$ cat config.mk
export PLATFORM = sky130hd
export DESIGN_NAME = fixed_partition_fit_allocator_core
export DESIGN_NICKNAME = d
export VERILOG_FILES = /design/src/hdl/ffa_pkg.sv /design/src/hdl/ffa_cmp.sv /design/src/hdl/fixed_partition_fit_allocator_core.sv
export SDC_FILE = /design/constraint.sdc
export NUM_CORES = 1
export LEC_CHECK = 0
export ABC_AREA = 1
export BUFFER_PORTS_ARGS = -buffer_cell sky130_fd_sc_hd__buf_2
export CORE_UTILIZATION = 46
export DETAILED_ROUTE_END_ITERATION = 6
export SKIP_CTS_REPAIR_TIMING = 1
export SYNTH_ARGS = -nofsm -noshare
export SYNTH_HDL_FRONTEND = slang
export SYNTH_HIERARCHICAL = 1
export SYNTH_SLANG_ARGS = --single-unit
$ cat constraint.sdc
create_clock -name i_clk -period 3.45 [get_ports i_clk]
set_input_delay 0.69 -clock i_clk [delete_from_list [all_inputs] [get_ports i_clk]]
set_output_delay 0.69 -clock i_clk [all_outputs]
set_load 0.01 [all_outputs]
$ cat src/hdl/ffa_pkg.sv
// ----------------------------------------------------------------------------
// ffa_pkg
// Shared types and codes for the fixed partition fit allocator.
// ----------------------------------------------------------------------------
package ffa_pkg;

    typedef enum logic [1:0] {
        ACT_LOAD    = 2'd0,
        ACT_REQUEST = 2'd1,
        ACT_REPORT  = 2'd2,
        ACT_NONE    = 2'd3
    } t_action;

    typedef enum logic [1:0] {
        KIND_ANSWER = 2'd0,
        KIND_FREE   = 2'd1,
        KIND_EMPTY  = 2'd2
    } t_kind;

    localparam logic [1:0] FIT_FIRST = 2'd0;
    localparam logic [1:0] FIT_BEST  = 2'd1;
    localparam logic [1:0] FIT_WORST = 2'd2;

    localparam logic REG_FIT_MODE   = 1'b0;
    localparam logic REG_SLOT_COUNT = 1'b1;

    localparam int AMOUNT_BITS = 16;

    typedef struct packed {
        t_action    action;
        logic [3:0] slot_index;
        logic [15:0] amount;
    } t_in_item;

    typedef struct packed {
        t_kind       kind;
        logic        granted;
        logic [3:0]  slot;
        logic [15:0] slot_size;
        logic        last;
    } t_out_item;

    typedef enum logic [2:0] {
        ST_IDLE,
        ST_REQ_SCAN,
        ST_REQ_DRAIN,
        ST_REQ_ANS,
        ST_REP_RD,
        ST_REP_CHK,
        ST_REP_END
    } t_state;

endpackage

$ cat src/hdl/ffa_cmp.sv
// ----------------------------------------------------------------------------
// ffa_cmp
// Fit compare unit: decides whether one candidate slot replaces the
// current pick under the selected placement policy.
// ----------------------------------------------------------------------------
module ffa_cmp import ffa_pkg::*; #(
    parameter int SIZE_BITS = 16
) (
    input  logic [1:0]             i_mode,
    input  logic [SIZE_BITS-1:0]   i_cand,
    input  logic [SIZE_BITS-1:0]   i_best,
    input  logic                   i_have,
    input  logic [AMOUNT_BITS-1:0] i_amount,
    output logic                   o_take
);

    localparam int CW = (SIZE_BITS > AMOUNT_BITS) ? SIZE_BITS : AMOUNT_BITS;

    logic [CW-1:0] cand_w;
    logic [CW-1:0] amt_w;
    logic          fits;
    logic          better;

    assign cand_w = CW'(i_cand);
    assign amt_w  = CW'(i_amount);
    assign fits   = (cand_w >= amt_w);

    // ties keep the earlier (lower) index
    always_comb begin
        case (i_mode)
            FIT_FIRST: better = !i_have;
            FIT_BEST:  better = !i_have || (i_cand < i_best);
            FIT_WORST: better = !i_have || (i_cand > i_best);
            default:   better = !i_have;
        endcase
    end

    assign o_take = fits && better;

endmodule

$ cat src/hdl/fixed_partition_fit_allocator_core.sv
// ----------------------------------------------------------------------------
// fixed_partition_fit_allocator_core
// Partition table with first / best / worst fit allocation and free-slot
// listing; requests are scanned one slot per cycle through the compare unit.
// ----------------------------------------------------------------------------
//  channel   | handshake                  | payload
//  ----------+----------------------------+---------------------------------
//  input     | i_in_valid / o_in_ready    | i_in_item  (t_in_item)
//  output    | o_out_valid / i_out_ready  | o_out_item (t_out_item)
//  config    | psel, penable, pwrite      | paddr, pwdata, prdata, pready
//
//  load and unknown items finish in the accept cycle
//  request: scan n = min(slot_count, SLOTS) slots, drain, answer (answer only
//  if n is 0); one slot per cycle via size memory read port and compare unit
//  report: accept, a read and a check state per slot, then the closing item
//  reset clears used marks, registers and control; sizes are undefined
//  until loaded; a stalled output holds the answer or the report scan
// ----------------------------------------------------------------------------
module fixed_partition_fit_allocator_core import ffa_pkg::*; #(
    parameter int SLOTS     = 16,
    parameter int SIZE_BITS = 16
) (
    input  logic        i_clk,
    input  logic        i_rst_n,
    input  logic        i_in_valid,
    output logic        o_in_ready,
    input  t_in_item    i_in_item,
    output logic        o_out_valid,
    input  logic        i_out_ready,
    output t_out_item   o_out_item,
    input  logic        psel,
    input  logic        penable,
    input  logic        pwrite,
    input  logic [2:0]  paddr,
    input  logic [31:0] pwdata,
    output logic [31:0] prdata,
    output logic        pready
);

    localparam int AW = (SLOTS > 1) ? $clog2(SLOTS) : 1;

    t_state                r_state;
    t_state                n_state;
    logic [1:0]            r_fit_mode;
    logic [4:0]            r_slot_count;
    logic [SIZE_BITS-1:0]  r_mem [SLOTS];
    logic [SIZE_BITS-1:0]  r_rd_data;
    logic [SLOTS-1:0]      r_used;
    logic [AW-1:0]         r_idx;
    logic [AW-1:0]         r_last_idx;
    logic [AMOUNT_BITS-1:0] r_amount;
    logic                  r_chk_vld;
    logic [AW-1:0]         r_chk_idx;
    logic                  r_have;
    logic [AW-1:0]         r_best_idx;
    logic [SIZE_BITS-1:0]  r_best_size;
    logic                  r_hold_vld;
    logic [AW-1:0]         r_hold_idx;
    logic [SIZE_BITS-1:0]  r_hold_size;
    logic                  r_out_vld;
    t_out_item             r_out;

    logic                  in_fire;
    logic                  cfg_we;
    logic                  load_we;
    logic [AW-1:0]         wr_addr;
    logic                  zero_c;
    logic [AW-1:0]         last_idx_c;
    logic                  idx_at_last;
    logic                  out_free;
    logic                  cmp_take;
    logic                  chk_take;
    logic                  rep_free;
    logic                  rep_go;
    logic                  out_load;
    t_out_item             out_data;
    logic                  hold_load;

    // ---------------- configuration port ----------------
    assign pready = 1'b1;
    assign cfg_we = psel && penable && pwrite && pready;

    always_comb begin
        case (paddr[2])
            REG_FIT_MODE:   prdata = {30'd0, r_fit_mode};
            REG_SLOT_COUNT: prdata = {27'd0, r_slot_count};
            default:        prdata = 32'd0;
        endcase
    end

    // ---------------- handshake and decode ----------------
    assign o_in_ready  = (r_state == ST_IDLE);
    assign in_fire     = i_in_valid && o_in_ready;
    assign o_out_valid = r_out_vld;
    assign o_out_item  = r_out;
    assign out_free    = !r_out_vld || i_out_ready;

    assign wr_addr = AW'(i_in_item.slot_index);
    assign load_we = in_fire && (i_in_item.action == ACT_LOAD)
                     && (32'(i_in_item.slot_index) < SLOTS);

    // slot counts above the table size act as the table size
    assign zero_c     = (r_slot_count == 5'd0);
    assign last_idx_c = (32'(r_slot_count) >= SLOTS) ? AW'(SLOTS - 1)
                                                     : AW'(32'(r_slot_count) - 32'd1);
    assign idx_at_last = (r_idx == r_last_idx);

    ffa_cmp #(
        .SIZE_BITS (SIZE_BITS)
    ) u_cmp (
        .i_mode   (r_fit_mode),
        .i_cand   (r_rd_data),
        .i_best   (r_best_size),
        .i_have   (r_have),
        .i_amount (r_amount),
        .o_take   (cmp_take)
    );

    assign chk_take = r_chk_vld && !r_used[r_chk_idx] && cmp_take;
    assign rep_free = !r_used[r_idx];
    // a free slot may only replace the held one once the held one can leave
    assign rep_go   = !rep_free || !r_hold_vld || out_free;

    // ---------------- next state ----------------
    always_comb begin
        n_state = r_state;
        case (r_state)
            ST_IDLE: begin
                if (in_fire) begin
                    case (i_in_item.action)
                        ACT_REQUEST: n_state = zero_c ? ST_REQ_ANS : ST_REQ_SCAN;
                        ACT_REPORT:  n_state = zero_c ? ST_REP_END : ST_REP_RD;
                        default:     n_state = ST_IDLE;
                    endcase
                end
            end
            ST_REQ_SCAN: begin
                if (idx_at_last) begin
                    n_state = ST_REQ_DRAIN;
                end
            end
            ST_REQ_DRAIN: n_state = ST_REQ_ANS;
            ST_REQ_ANS: begin
                if (out_free) begin
                    n_state = ST_IDLE;
                end
            end
            ST_REP_RD: n_state = ST_REP_CHK;
            ST_REP_CHK: begin
                if (rep_go) begin
                    n_state = idx_at_last ? ST_REP_END : ST_REP_RD;
                end
            end
            ST_REP_END: begin
                if (out_free) begin
                    n_state = ST_IDLE;
                end
            end
            default: n_state = ST_IDLE;
        endcase
    end

    // ---------------- outputs of the sequencer ----------------
    always_comb begin
        out_load  = 1'b0;
        hold_load = 1'b0;
        out_data  = '0;
        case (r_state)
            ST_REQ_ANS: begin
                out_load       = out_free;
                out_data.kind  = KIND_ANSWER;
                out_data.last  = 1'b1;
                if (r_have) begin
                    out_data.granted   = 1'b1;
                    out_data.slot      = 4'(r_best_idx);
                    out_data.slot_size = 16'(r_best_size);
                end
            end
            ST_REP_CHK: begin
                out_data.kind      = KIND_FREE;
                out_data.slot      = 4'(r_hold_idx);
                out_data.slot_size = 16'(r_hold_size);
                if (rep_free && rep_go) begin
                    hold_load = 1'b1;
                    out_load  = r_hold_vld;
                end
            end
            ST_REP_END: begin
                out_load      = out_free;
                out_data.last = 1'b1;
                if (r_hold_vld) begin
                    out_data.kind      = KIND_FREE;
                    out_data.slot      = 4'(r_hold_idx);
                    out_data.slot_size = 16'(r_hold_size);
                end else begin
                    out_data.kind = KIND_EMPTY;
                end
            end
            default: begin
                out_load = 1'b0;
            end
        endcase
    end

    // ---------------- control registers ----------------
    always_ff @(posedge i_clk) begin
        if (!i_rst_n) begin
            r_state      <= ST_IDLE;
            r_fit_mode   <= FIT_FIRST;
            r_slot_count <= 5'd0;
            r_used       <= '0;
            r_out_vld    <= 1'b0;
            r_chk_vld    <= 1'b0;
            r_have       <= 1'b0;
            r_hold_vld   <= 1'b0;
        end else begin
            r_state   <= n_state;
            r_chk_vld <= (r_state == ST_REQ_SCAN);

            if (cfg_we) begin
                case (paddr[2])
                    REG_FIT_MODE:   r_fit_mode   <= pwdata[1:0];
                    REG_SLOT_COUNT: r_slot_count <= pwdata[4:0];
                    default:        r_fit_mode   <= r_fit_mode;
                endcase
            end

            if (out_load) begin
                r_out_vld <= 1'b1;
            end else if (i_out_ready) begin
                r_out_vld <= 1'b0;
            end

            if (load_we) begin
                r_used[wr_addr] <= 1'b0;
            end else if ((r_state == ST_REQ_ANS) && out_free && r_have) begin
                r_used[r_best_idx] <= 1'b1;
            end

            if (in_fire) begin
                r_have <= 1'b0;
            end else if (chk_take) begin
                r_have <= 1'b1;
            end

            if (in_fire) begin
                r_hold_vld <= 1'b0;
            end else if (hold_load) begin
                r_hold_vld <= 1'b1;
            end
        end
    end

    // ---------------- datapath registers ----------------
    always_ff @(posedge i_clk) begin
        if (out_load) begin
            r_out <= out_data;
        end

        if (in_fire) begin
            r_idx      <= '0;
            r_last_idx <= last_idx_c;
            r_amount   <= i_in_item.amount;
        end else if ((r_state == ST_REQ_SCAN) && !idx_at_last) begin
            r_idx <= r_idx + 1'b1;
        end else if ((r_state == ST_REP_CHK) && rep_go && !idx_at_last) begin
            r_idx <= r_idx + 1'b1;
        end

        r_chk_idx <= r_idx;

        if (chk_take) begin
            r_best_idx  <= r_chk_idx;
            r_best_size <= r_rd_data;
        end

        if (hold_load) begin
            r_hold_idx  <= r_idx;
            r_hold_size <= r_rd_data;
        end
    end

    // size memory: one write port, one registered read port
    always_ff @(posedge i_clk) begin
        if (load_we) begin
            r_mem[wr_addr] <= SIZE_BITS'(i_in_item.amount);
        end
        r_rd_data <= r_mem[r_idx];
    end

endmodule

; Yosys cells after proc, flatten, opt, wreduce, memory -nomap -nowiden
; Memory sizes are Yosys's and may differ from the RTL's. A register that Yosys moved wholly into a read port is not among the register bits.
; Cells that the tools add are included.
[word_totals]
register_bits = 122
latch_bits = 0
mem_bits_rw = 256
rom_bits = 0
in_bits = 64
wordCells = 128
memories = 1
[classes]
addsub = 2
mul = 0
n_div = 0
order_cmp = 10
eq_ne = 15
shift = 0
muxes = 37
bitwise_logic = 5
reduce_logical = 37
[memory_table]
columns = name, depth, word_bits, rd, rd_ports_with_merged_regs, wr, line
row1 = r_mem, 16, 16, 1, 1, 1, fixed_partition_fit_allocator_core.sv:46  ; logic [SIZE_BITS-1:0] r_mem [SLOTS];
[op_table]
columns = cell, n
row1 = $pmux W32 S2, 1
row2 = $pmux W20 S3, 1
row3 = $mux W16, 2
row4 = $mux W21, 1
row5 = $lt A4 B5 Y1 const B, 4
row6 = $mux W20, 1
row7 = $pmux W3 S6, 1
row8 = $and A16 B16 Y16, 1
row9 = $ge A16 B16 Y1, 1
row10 = $gt A16 B16 Y1, 1
row11 = $lt A16 B16 Y1, 1
row12 = $not A16 Y16, 1
row13 = $or A16 B16 Y16, 1
row14 = $logic_and A1 B1 Y1, 15
row15 = $mux W1, 12
row16 = $mux W3, 4
row17 = $eq A3 B3 Y1 const B, 3
row18 = $bmux W1 S4, 2
row19 = $demux W1 S4, 2
row20 = $ge A4 B1 Y1 const B, 2
row21 = $mux W2, 4
row22 = $mux W4, 2
row23 = $eq A3 B2 Y1 const B, 2
row24 = $logic_not A1 Y1, 6
row25 = other kinds (21), 35

; Logic depth before layout (Yosys ltp)
; Gate-level depths: netlist of run 1.
[logic_depth]
depth_word = 8
depth_mapped = 16
depth_no_buf = 16

; By module
; The synthesis of run 1 kept the hierarchy.
[by_module_without_submodules]
columns = module, instances, cells_per_inst, area_each_um2, seq_area_each_um2
row1 = fixed_partition_fit_allocator_core, 1, 1190, 15444.8, 11290.8
row2 = ffa_cmp, 1, 146, 894.6, 0.0

; Worst setup path before layout of run 1
; No wires, ideal clock.
[synth_timing]
path_type = register to register
from = register r_idx[0]
to = register r_out, in the netlist o_out_item[0] (enable)
arrival_ns = 2.440
t_required_ns = 3.030
path_slack_ns = 0.591
stages_incl_launch_ff = 12
path_cell_list = dfxtp_1 > buf_6 > buf_8 > buf_8 > nand2_1 > nand2_1 > nand3_2 > nand3_2 > nand2_2 > nor2_4 > nand2_1 > a31oi_1
[synth_via]
elab_chain_cells = 7
word_cells_on_any_way = 8
[synth_lines]
columns = item, line
row1 = from (decl), fixed_partition_fit_allocator_core.sv:49  ; logic [AW-1:0] r_idx;
row2 = from (signal assigned), fixed_partition_fit_allocator_core.sv:265  ; r_idx <= r_idx + 1'b1;
row3 = from (signal assigned), fixed_partition_fit_allocator_core.sv:267  ; r_idx <= r_idx + 1'b1;
row4 = $bmux W1 S4 *, fixed_partition_fit_allocator_core.sv:120  ; assign rep_free = !r_used[r_idx];
row5 = $mux W1 (implied by the code) *, fixed_partition_fit_allocator_core.sv:120
row6 = $logic_or A1 B1 Y1 (2 in series), fixed_partition_fit_allocator_core.sv:122  ; assign rep_go = !rep_free || !r_hold_vld || out_free;
row7 = $logic_and A1 B1 Y1 *, fixed_partition_fit_allocator_core.sv:183  ; if (rep_free && rep_go) begin
row8 = $mux W1 *, fixed_partition_fit_allocator_core.sv:183
row9 = $pmux W1 S2 *, fixed_partition_fit_allocator_core.sv:168  ; case (r_state)
row10 = net out_load, fixed_partition_fit_allocator_core.sv:75  ; logic out_load;
row11 = to (signal assigned), fixed_partition_fit_allocator_core.sv:257  ; r_out <= out_data;
row12 = to (decl), fixed_partition_fit_allocator_core.sv:61  ; t_out_item r_out;
; The timed path passes the listed nets; every way through them passes the cells marked *. The select of a mux whose other input is x is not followed.
; A chain may end at the register's enable or synchronous reset.

; Final worst setup path of run 1
[layout_timing]
from = register r_idx[0]
to = register r_hold_idx[0] (enable)
[layout_via]
elab_chain_cells = 7
word_cells_on_any_way = 8
[layout_lines]
columns = item, line
row1 = $bmux W1 S4 *, fixed_partition_fit_allocator_core.sv:120
row2 = $mux W1 (implied by the code) *, fixed_partition_fit_allocator_core.sv:120
row3 = $logic_or A1 B1 Y1 (2 in series), fixed_partition_fit_allocator_core.sv:122
row4 = $logic_and A1 B1 Y1 *, fixed_partition_fit_allocator_core.sv:183
row5 = $mux W1 *, fixed_partition_fit_allocator_core.sv:183
row6 = $mux W1 *, fixed_partition_fit_allocator_core.sv:168
row7 = net hold_load, fixed_partition_fit_allocator_core.sv:77  ; logic hold_load;
row8 = to (signal assigned), fixed_partition_fit_allocator_core.sv:278  ; r_hold_idx <= r_idx;
row9 = to (decl), fixed_partition_fit_allocator_core.sv:58  ; logic [AW-1:0] r_hold_idx;
; Marked as above.

==> results of run 1 <==
registers in the layout, summed over array words and instances (netlist names):
| signal | cells |
|---|---|
| r_chk_idx | 4 |
| r_have | 1 |
| o_out_item | 24 |
| r_slot_count | 5 |
| r_best_idx | 4 |
| r_state | 3 |
| r_fit_mode | 2 |
| r_rd_data | 16 |
| r_last_idx | 4 |
| r_amount | 16 |
| r_idx | 4 |
| r_hold_idx | 4 |
| r_used | 16 |
| r_chk_vld | 1 |
| o_out_valid | 1 |
| r_hold_size | 16 |
| r_best_size | 16 |
| r_hold_vld | 1 |
| r_mem | 256 |
worst max-delay path, stage by stage (launching register included):
cell and delay, ns:
dfxtp_4 0.65, clkinv_2 0.49, nand2_1 0.17, nand3_1 0.08, nand3_1 0.11, nand3_2 0.12, nand2_2 0.13, a21oi_1 0.05
nand2_1 0.08, inv_1 0.38
cells in the mapped netlist (all sizes together):
cell and instances:
o31ai 1, nand4 4, o21ai 173, a21o 1, o211ai 18, ha 40
clkinv 3, a31oi 1, nand3 67, xnor2 4, nand3b 1, xor2 2
o22ai 13, or2 1, nand2 112, edfxtp 340, a22o 16, nor2 183
a21oi 50, o21a 1, nor3 6, conb 2, o221ai 51, clkbuf 50
o311ai 1, inv 99, dfxtp 54, or4 1, buf 41
power groups by stage:
stage / sequential [mW] / clock, mW / combinational (mW)
2_1_floorplan: 5.83 / 0 / 1.94
3_3_place_gp: 5.95 / 0 / 2.63
3_5_place_dp: 5.97 / 0 / 2.68
4_1_cts: 5.87 / 4.65 / 2.69
5_1_grt: 5.91 / 4.84 / 3.04
6_report: 5.87 / 4.57 / 2.69
final cells by class:
cell class,instances,area share
flip-flops and latches,394,0.6084
multi-input cells,775,0.2317
clock buffers,60,0.06247
repair buffers,102,0.03248
well taps,455,0.03066
inverters,102,0.02082
clock inverters,19,0.01341
stage by stage:
stage          total power, mW  setup WS, ns
3_5_place_dp             8.643        0.7657
2_1_floorplan            7.767        0.5907
5_1_grt                  13.79        0.5393
6_report                 13.12        0.7648
3_3_place_gp             8.582        0.7977
4_1_cts                  13.21        0.7362
worst paths after layout:
| path | start | endpoint | cells past startpoint |
|---|---|---|---|
| setup / recovery | r_idx[0] | r_hold_idx[0] | 9 |
| hold / removal | pwdata[3] | r_slot_count[3] | 3 |
| setup reg to reg | r_idx[0] | r_hold_idx[0] | 9 |
| hold reg to reg | r_idx[2] | r_chk_idx[2] | 0 |
per-layer routing:
metal	global-route usage	wire, um	share of wire	vias to the layer above
met5	0	0	0	-
met4	0.06031	685	0.019	0
met3	0.02981	1965	0.054	58
met2	0.3343	17560	0.48	294
met1	0.2873	16420	0.45	5078
li1	-	-	-	4955
cells by family (layout without fill, tap and decap cells):
family | after synthesis | after routing
flip-flops | 394 | 394
other | 2 | 28
AO/OA/AOI/OAI | 326 | 326
adder cells (fa/ha/maj) | 40 | 40
buffers and inverters | 193 | 283
XOR/XNOR | 6 | 6
AND/OR/NAND/NOR | 375 | 375
==> results.txt, run 1 <==
Status - finished, final reports clean
DRT Wirelength - 36.64 mm
Number of warnings issued by yosys - 6
Simple-Gate Fraction of Synth Area - 0.09993
Most common cell after layout, fill and taps aside - edfxtp_1
Placed cell count - 1828
H-tree levels - 2
Post-detail-place hpwl - 22.17 mm
Slew Limit Fails - 0
Final std cells w/o fill - 1907
Mapped Cells - 1336
Synth top area share - 0.6249
GRT Util Overall - 0.2058
Number of placed I/O pins - 123
Count of final setup violators - 0
#FFs+latches synth - 394
F_max - 0.3724 GHz
Die Y - 190.5 um
CP startpoint kind - register
Yosys cell types - 46
Filler cell count - 2962
Final hold violation count - 0
Switching Power - 3.961 mW
Setup TNS - 0 ns
DR vias/cell - 5.446
First-pass GRT wire length - 56.57 mm
Detailed Route Iter0 Violations - 786
Maxcap violations - 0
Vias in the first global route - 9747
Switching share of power - 0.3019
Register area - 11300 um2
Reg-to-reg slack, setup - 0.76 ns
Clock latency on the worst-skew pair - 0.56 ns
Most frequent cells in the layout - edfxtp_1 (340), nor2_1 (168), o21ai_0 (162)
Std cell rows - 68
Fin nets - 1522
Core footprint - 34710 um2
Multi-input logic area - 4303 um2
RSZ-0062 raised after global routing - no
# diodes - 0
Max_slew headroom - 0.4065
Setup Crit Path Kind - reg2reg
DRC viols - 0
DR WL/cell - 19.21 um
WP data required - 3.59 ns
Syn Std Cell Area - 16340 um2
Ratio of final minimum period to clock period - 0.7783
Gr ovfl total - 0
Fin area - 18570 um2
XOR/XNOR Fraction of Synth Area - 0.003676
Clk sinks - 394
Final antenna-violating net count - 0
Hold WC Path Type - in2reg
Setup Skew - 0.02672 ns
Clock Power Share - 0.348
Syn avg cell area - 12.23 um2
Initial core utilization - 0.4707
Die width - 190.5 um
Internal power - 9.161 mW
Slew @ Worst Pin - 0.8893 ns
Share of cells above drive strength 1 - 0.1391
Area growth, synth to finish - 13.64%
Pre-antenna DRT Iters - 5
Synth Area in Compound Gates - 0.1205
Seq/Total Area, Yosys - 0.6910
Area post-placement - 17160 um2
CTS tree - done
Port bufs - 65
Fin Hold WS - 0.3898 ns
Gate power share - 0.205
Worst-path maximum fanout - 39
PD cells - 706.7 nW/um2
Synth area leaders - edfxtp_1 (62%), dfxtp_1 (6.6%), o21ai_0 (5.0%)
Number of buffers created by CTS - 43
Post-synth top area cell - edfxtp_1
Critical Path AT - 2.82 ns
Via count - 10390
Worst-path clk slew - 0.05 ns
Largest net degree at the start of global routing - 65
Core Util, Final - 0.5349
Leak - 6.691 nW
Antenna violations before repair - 1
GP Congestion - 0.8259
Largest family of logic cells by synthesized area - compound AO/OA/AOI/OAI gates
Clock buffer depth - 3
Synth Area in Adders - 0.03063
VDD IR-drop max - 0.5710 mV
DIE AREA - 36280 um2
Register share of total power - 0.447
Worst Setup End Kind - register
Root Driver - clkbuf_16
Proportion of synthesized area in mux cells - 0
Final min period - 2.685 ns
No activity file was read; power rests on OpenSTA's default activity.
==> run 2: changes to the inputs <==
- PLACE_DENSITY: default -> 0.66
- clock period: 3.45 -> 2.4 ns (I/O delays scaled with it)
==> run 2 against run 1 <==
  * Worst setup slack got worse by 0.54 ns
  * Largest cell class unchanged
  * Count of clock-buffer cells in the layout fell by 9
  * Critical path type unchanged
  * Via count rose by 0.72%
  * Sequential share of layout area decreased by 0.33 points
  * Non-clock buffer count grew 17
  * Largest power group unchanged
  * Worst hold slack worse by 0.21 ns
  * Die area stayed put
  * Global-route usage decreased by 0.15 points
  * Final cell count up 0.73%
==> results.txt, run 2 (synthesis results as in run 1) <==
Status - finished, final reports clean
Final hold violation count - 0
FF-to-FF Start - r_best_size[15]
Share of cells above drive strength 1 - 0.1521
Worst Setup End Kind - register
Gate power share - 0.213
Multi-input logic area - 4305 um2
Detailed Route Iter0 Violations - 886
Worst-path clk slew - 0.06 ns
Register area - 11300 um2
Reg2reg path depth - 12
Setup Crit Path Kind - reg2reg
Internal power - 12.85 mW
Std cell rows - 68
Initial core utilization - 0.4707
Worst-path maximum fanout - 16
Hold WC Path Type - in2reg
Port bufs - 65
Fin nets - 1537
DR vias/cell - 5.445
Via count - 10460
Post-detail-place hpwl - 23.01 mm
Reg-to-reg slack, setup - 0.22 ns
Die width - 190.5 um
Core footprint - 34710 um2
Final antenna-violating net count - 0
# diodes - 0
Max FFs per register - 256
Hold Crit Depth - 3
Final min period - 2.180 ns
Hold wc startpoint - pwdata[3]
Clock Power Share - 0.332
Most common cell after layout, fill and taps aside - edfxtp_1
Die Y - 190.5 um
VDD IR-drop max - 0.6187 mV
DIE AREA - 36280 um2
First-pass GRT wire length - 56.62 mm
DR WL/cell - 19.10 um
Number of buffers created by CTS - 41
Antenna violations before repair - 0
Overall Power - 18.46 mW
GRT Util Overall - 0.2043
DRT Wirelength - 36.70 mm
Vias in the first global route - 9968
Critical Path AT - 2.41 ns
Max_slew headroom - 0.5352
Clock latency on the worst-skew pair - 0.54 ns
Switching share of power - 0.3042
Root Driver - clkbuf_16
Setup Skew - 0.02069 ns
Maxcap violations - 0
PD cells - 989.0 nW/um2
Slew @ Worst Pin - 0.6972 ns
Leak - 6.764 nW
CP startpoint kind - register
Switching Power - 5.618 mW
GP Congestion - 0.8571
Clock buffer depth - 3
Ratio of final minimum period to clock period - 0.9082
Worst min-delay path endpoint - r_slot_count[3]
Largest net degree at the start of global routing - 130
Filler cell count - 2926
Slew Limit Fails - 0
WP data required - 2.63 ns
Reg2Reg Capture Point - r_best_size[11]
Register share of total power - 0.455
Count of final setup violators - 0
Area growth, synth to finish - 14.26%
CTS tree - done
DRC viols - 0
Most frequent cells in the layout - edfxtp_1 (340), nor2_1 (170), o21ai_0 (162)
Clk sinks - 394
Pre-antenna DRT Iters - 5
Gr ovfl total - 0
Most flop-heavy register - r_mem
Number of placed I/O pins - 123
F_max - 0.4588 GHz
H-tree levels - 2
Setup TNS - 0 ns
==> run 2: cell count changes in the layout (fill, tap and decap cells not counted), sizes merged <==
| cell | previous run | this run |
|---|---|---|
| inv | 100 | 99 |
| bufinv | 5 | 3 |
| clkbuf | 60 | 51 |
| buf | 102 | 119 |
| clkinv | 15 | 24 |
==> run 2: through the flow <==
step                hold WS [ns]  worst slack (ns)  instances  cell area (um2)  utilization
global placement          0.3926            0.1258       1845            17350       0.4999
CTS                       0.1681            0.1351       1921            18660       0.5375
finish                    0.1821            0.2203       1921            18670       0.5378
global route              0.1948         -0.001040       1921            18670       0.5378
floorplan                 0.3616           0.05323       1362            16440            -
detailed placement        0.4082            0.1479       1845            17350       0.4999
==> run 2: final cells by class <==
type                    instances  area share
flip-flops and latches        394      0.6051
multi-input cells             775      0.2306
clock buffers                  51     0.05804
repair buffers                119     0.04316
well taps                     455     0.03049
inverters                     102     0.02071
clock inverters                25     0.01186
==> run 2: critical path: stages, from the launching register on <==
cell      delay (ns)
edfxtp_1        0.39
inv_1           0.07
ha_1            0.23
a21oi_1         0.13
o21ai_0         0.12
a21oi_2         0.19
nand2_1         0.08
nand2_1         0.07
nand3_2         0.07
a21oi_2         0.12
nand4_1         0.12
inv_1           0.13
buf_12          0.17
==> run 2: power by group through the flow <==
stage          clock, mW  combinational [mW]  sequential, mW
2_1_floorplan          0                2.78            8.38
3_3_place_gp           0                3.77            8.53
3_5_place_dp           0                3.89            8.55
4_1_cts             6.22                3.92            8.40
5_1_grt             6.53                4.44            8.46
6_report            6.13                3.93            8.41
==> run 2: how the worst max path moves through the flow <==
stage	end	startpoint	cells past startpoint	slack [ns]
floorplan	o_out_item[0]	r_idx[0]	11	0.05
global placement	r_best_size[10]	r_best_size[13]	12	0.13
detailed placement	r_best_size[10]	r_rd_data[11]	11	0.15
CTS	r_best_size[10]	r_best_size[11]	12	0.14
global route	r_best_size[8]	r_best_size[15]	12	-0.001
finish	r_best_size[11]	r_best_size[15]	12	0.22
==> run 2: routing by layer <==
| metal | vias to the layer above | share of wire | global-route usage |
|---|---|---|---|
| li1 | 4984 | - | - |
| met1 | 5063 | 0.44 | 0.2865 |
| met5 | - | 0 | 0 |
| met3 | 52 | 0.065 | 0.03276 |
| met2 | 361 | 0.48 | 0.3313 |
| met4 | 0 | 0.019 | 0.05262 |
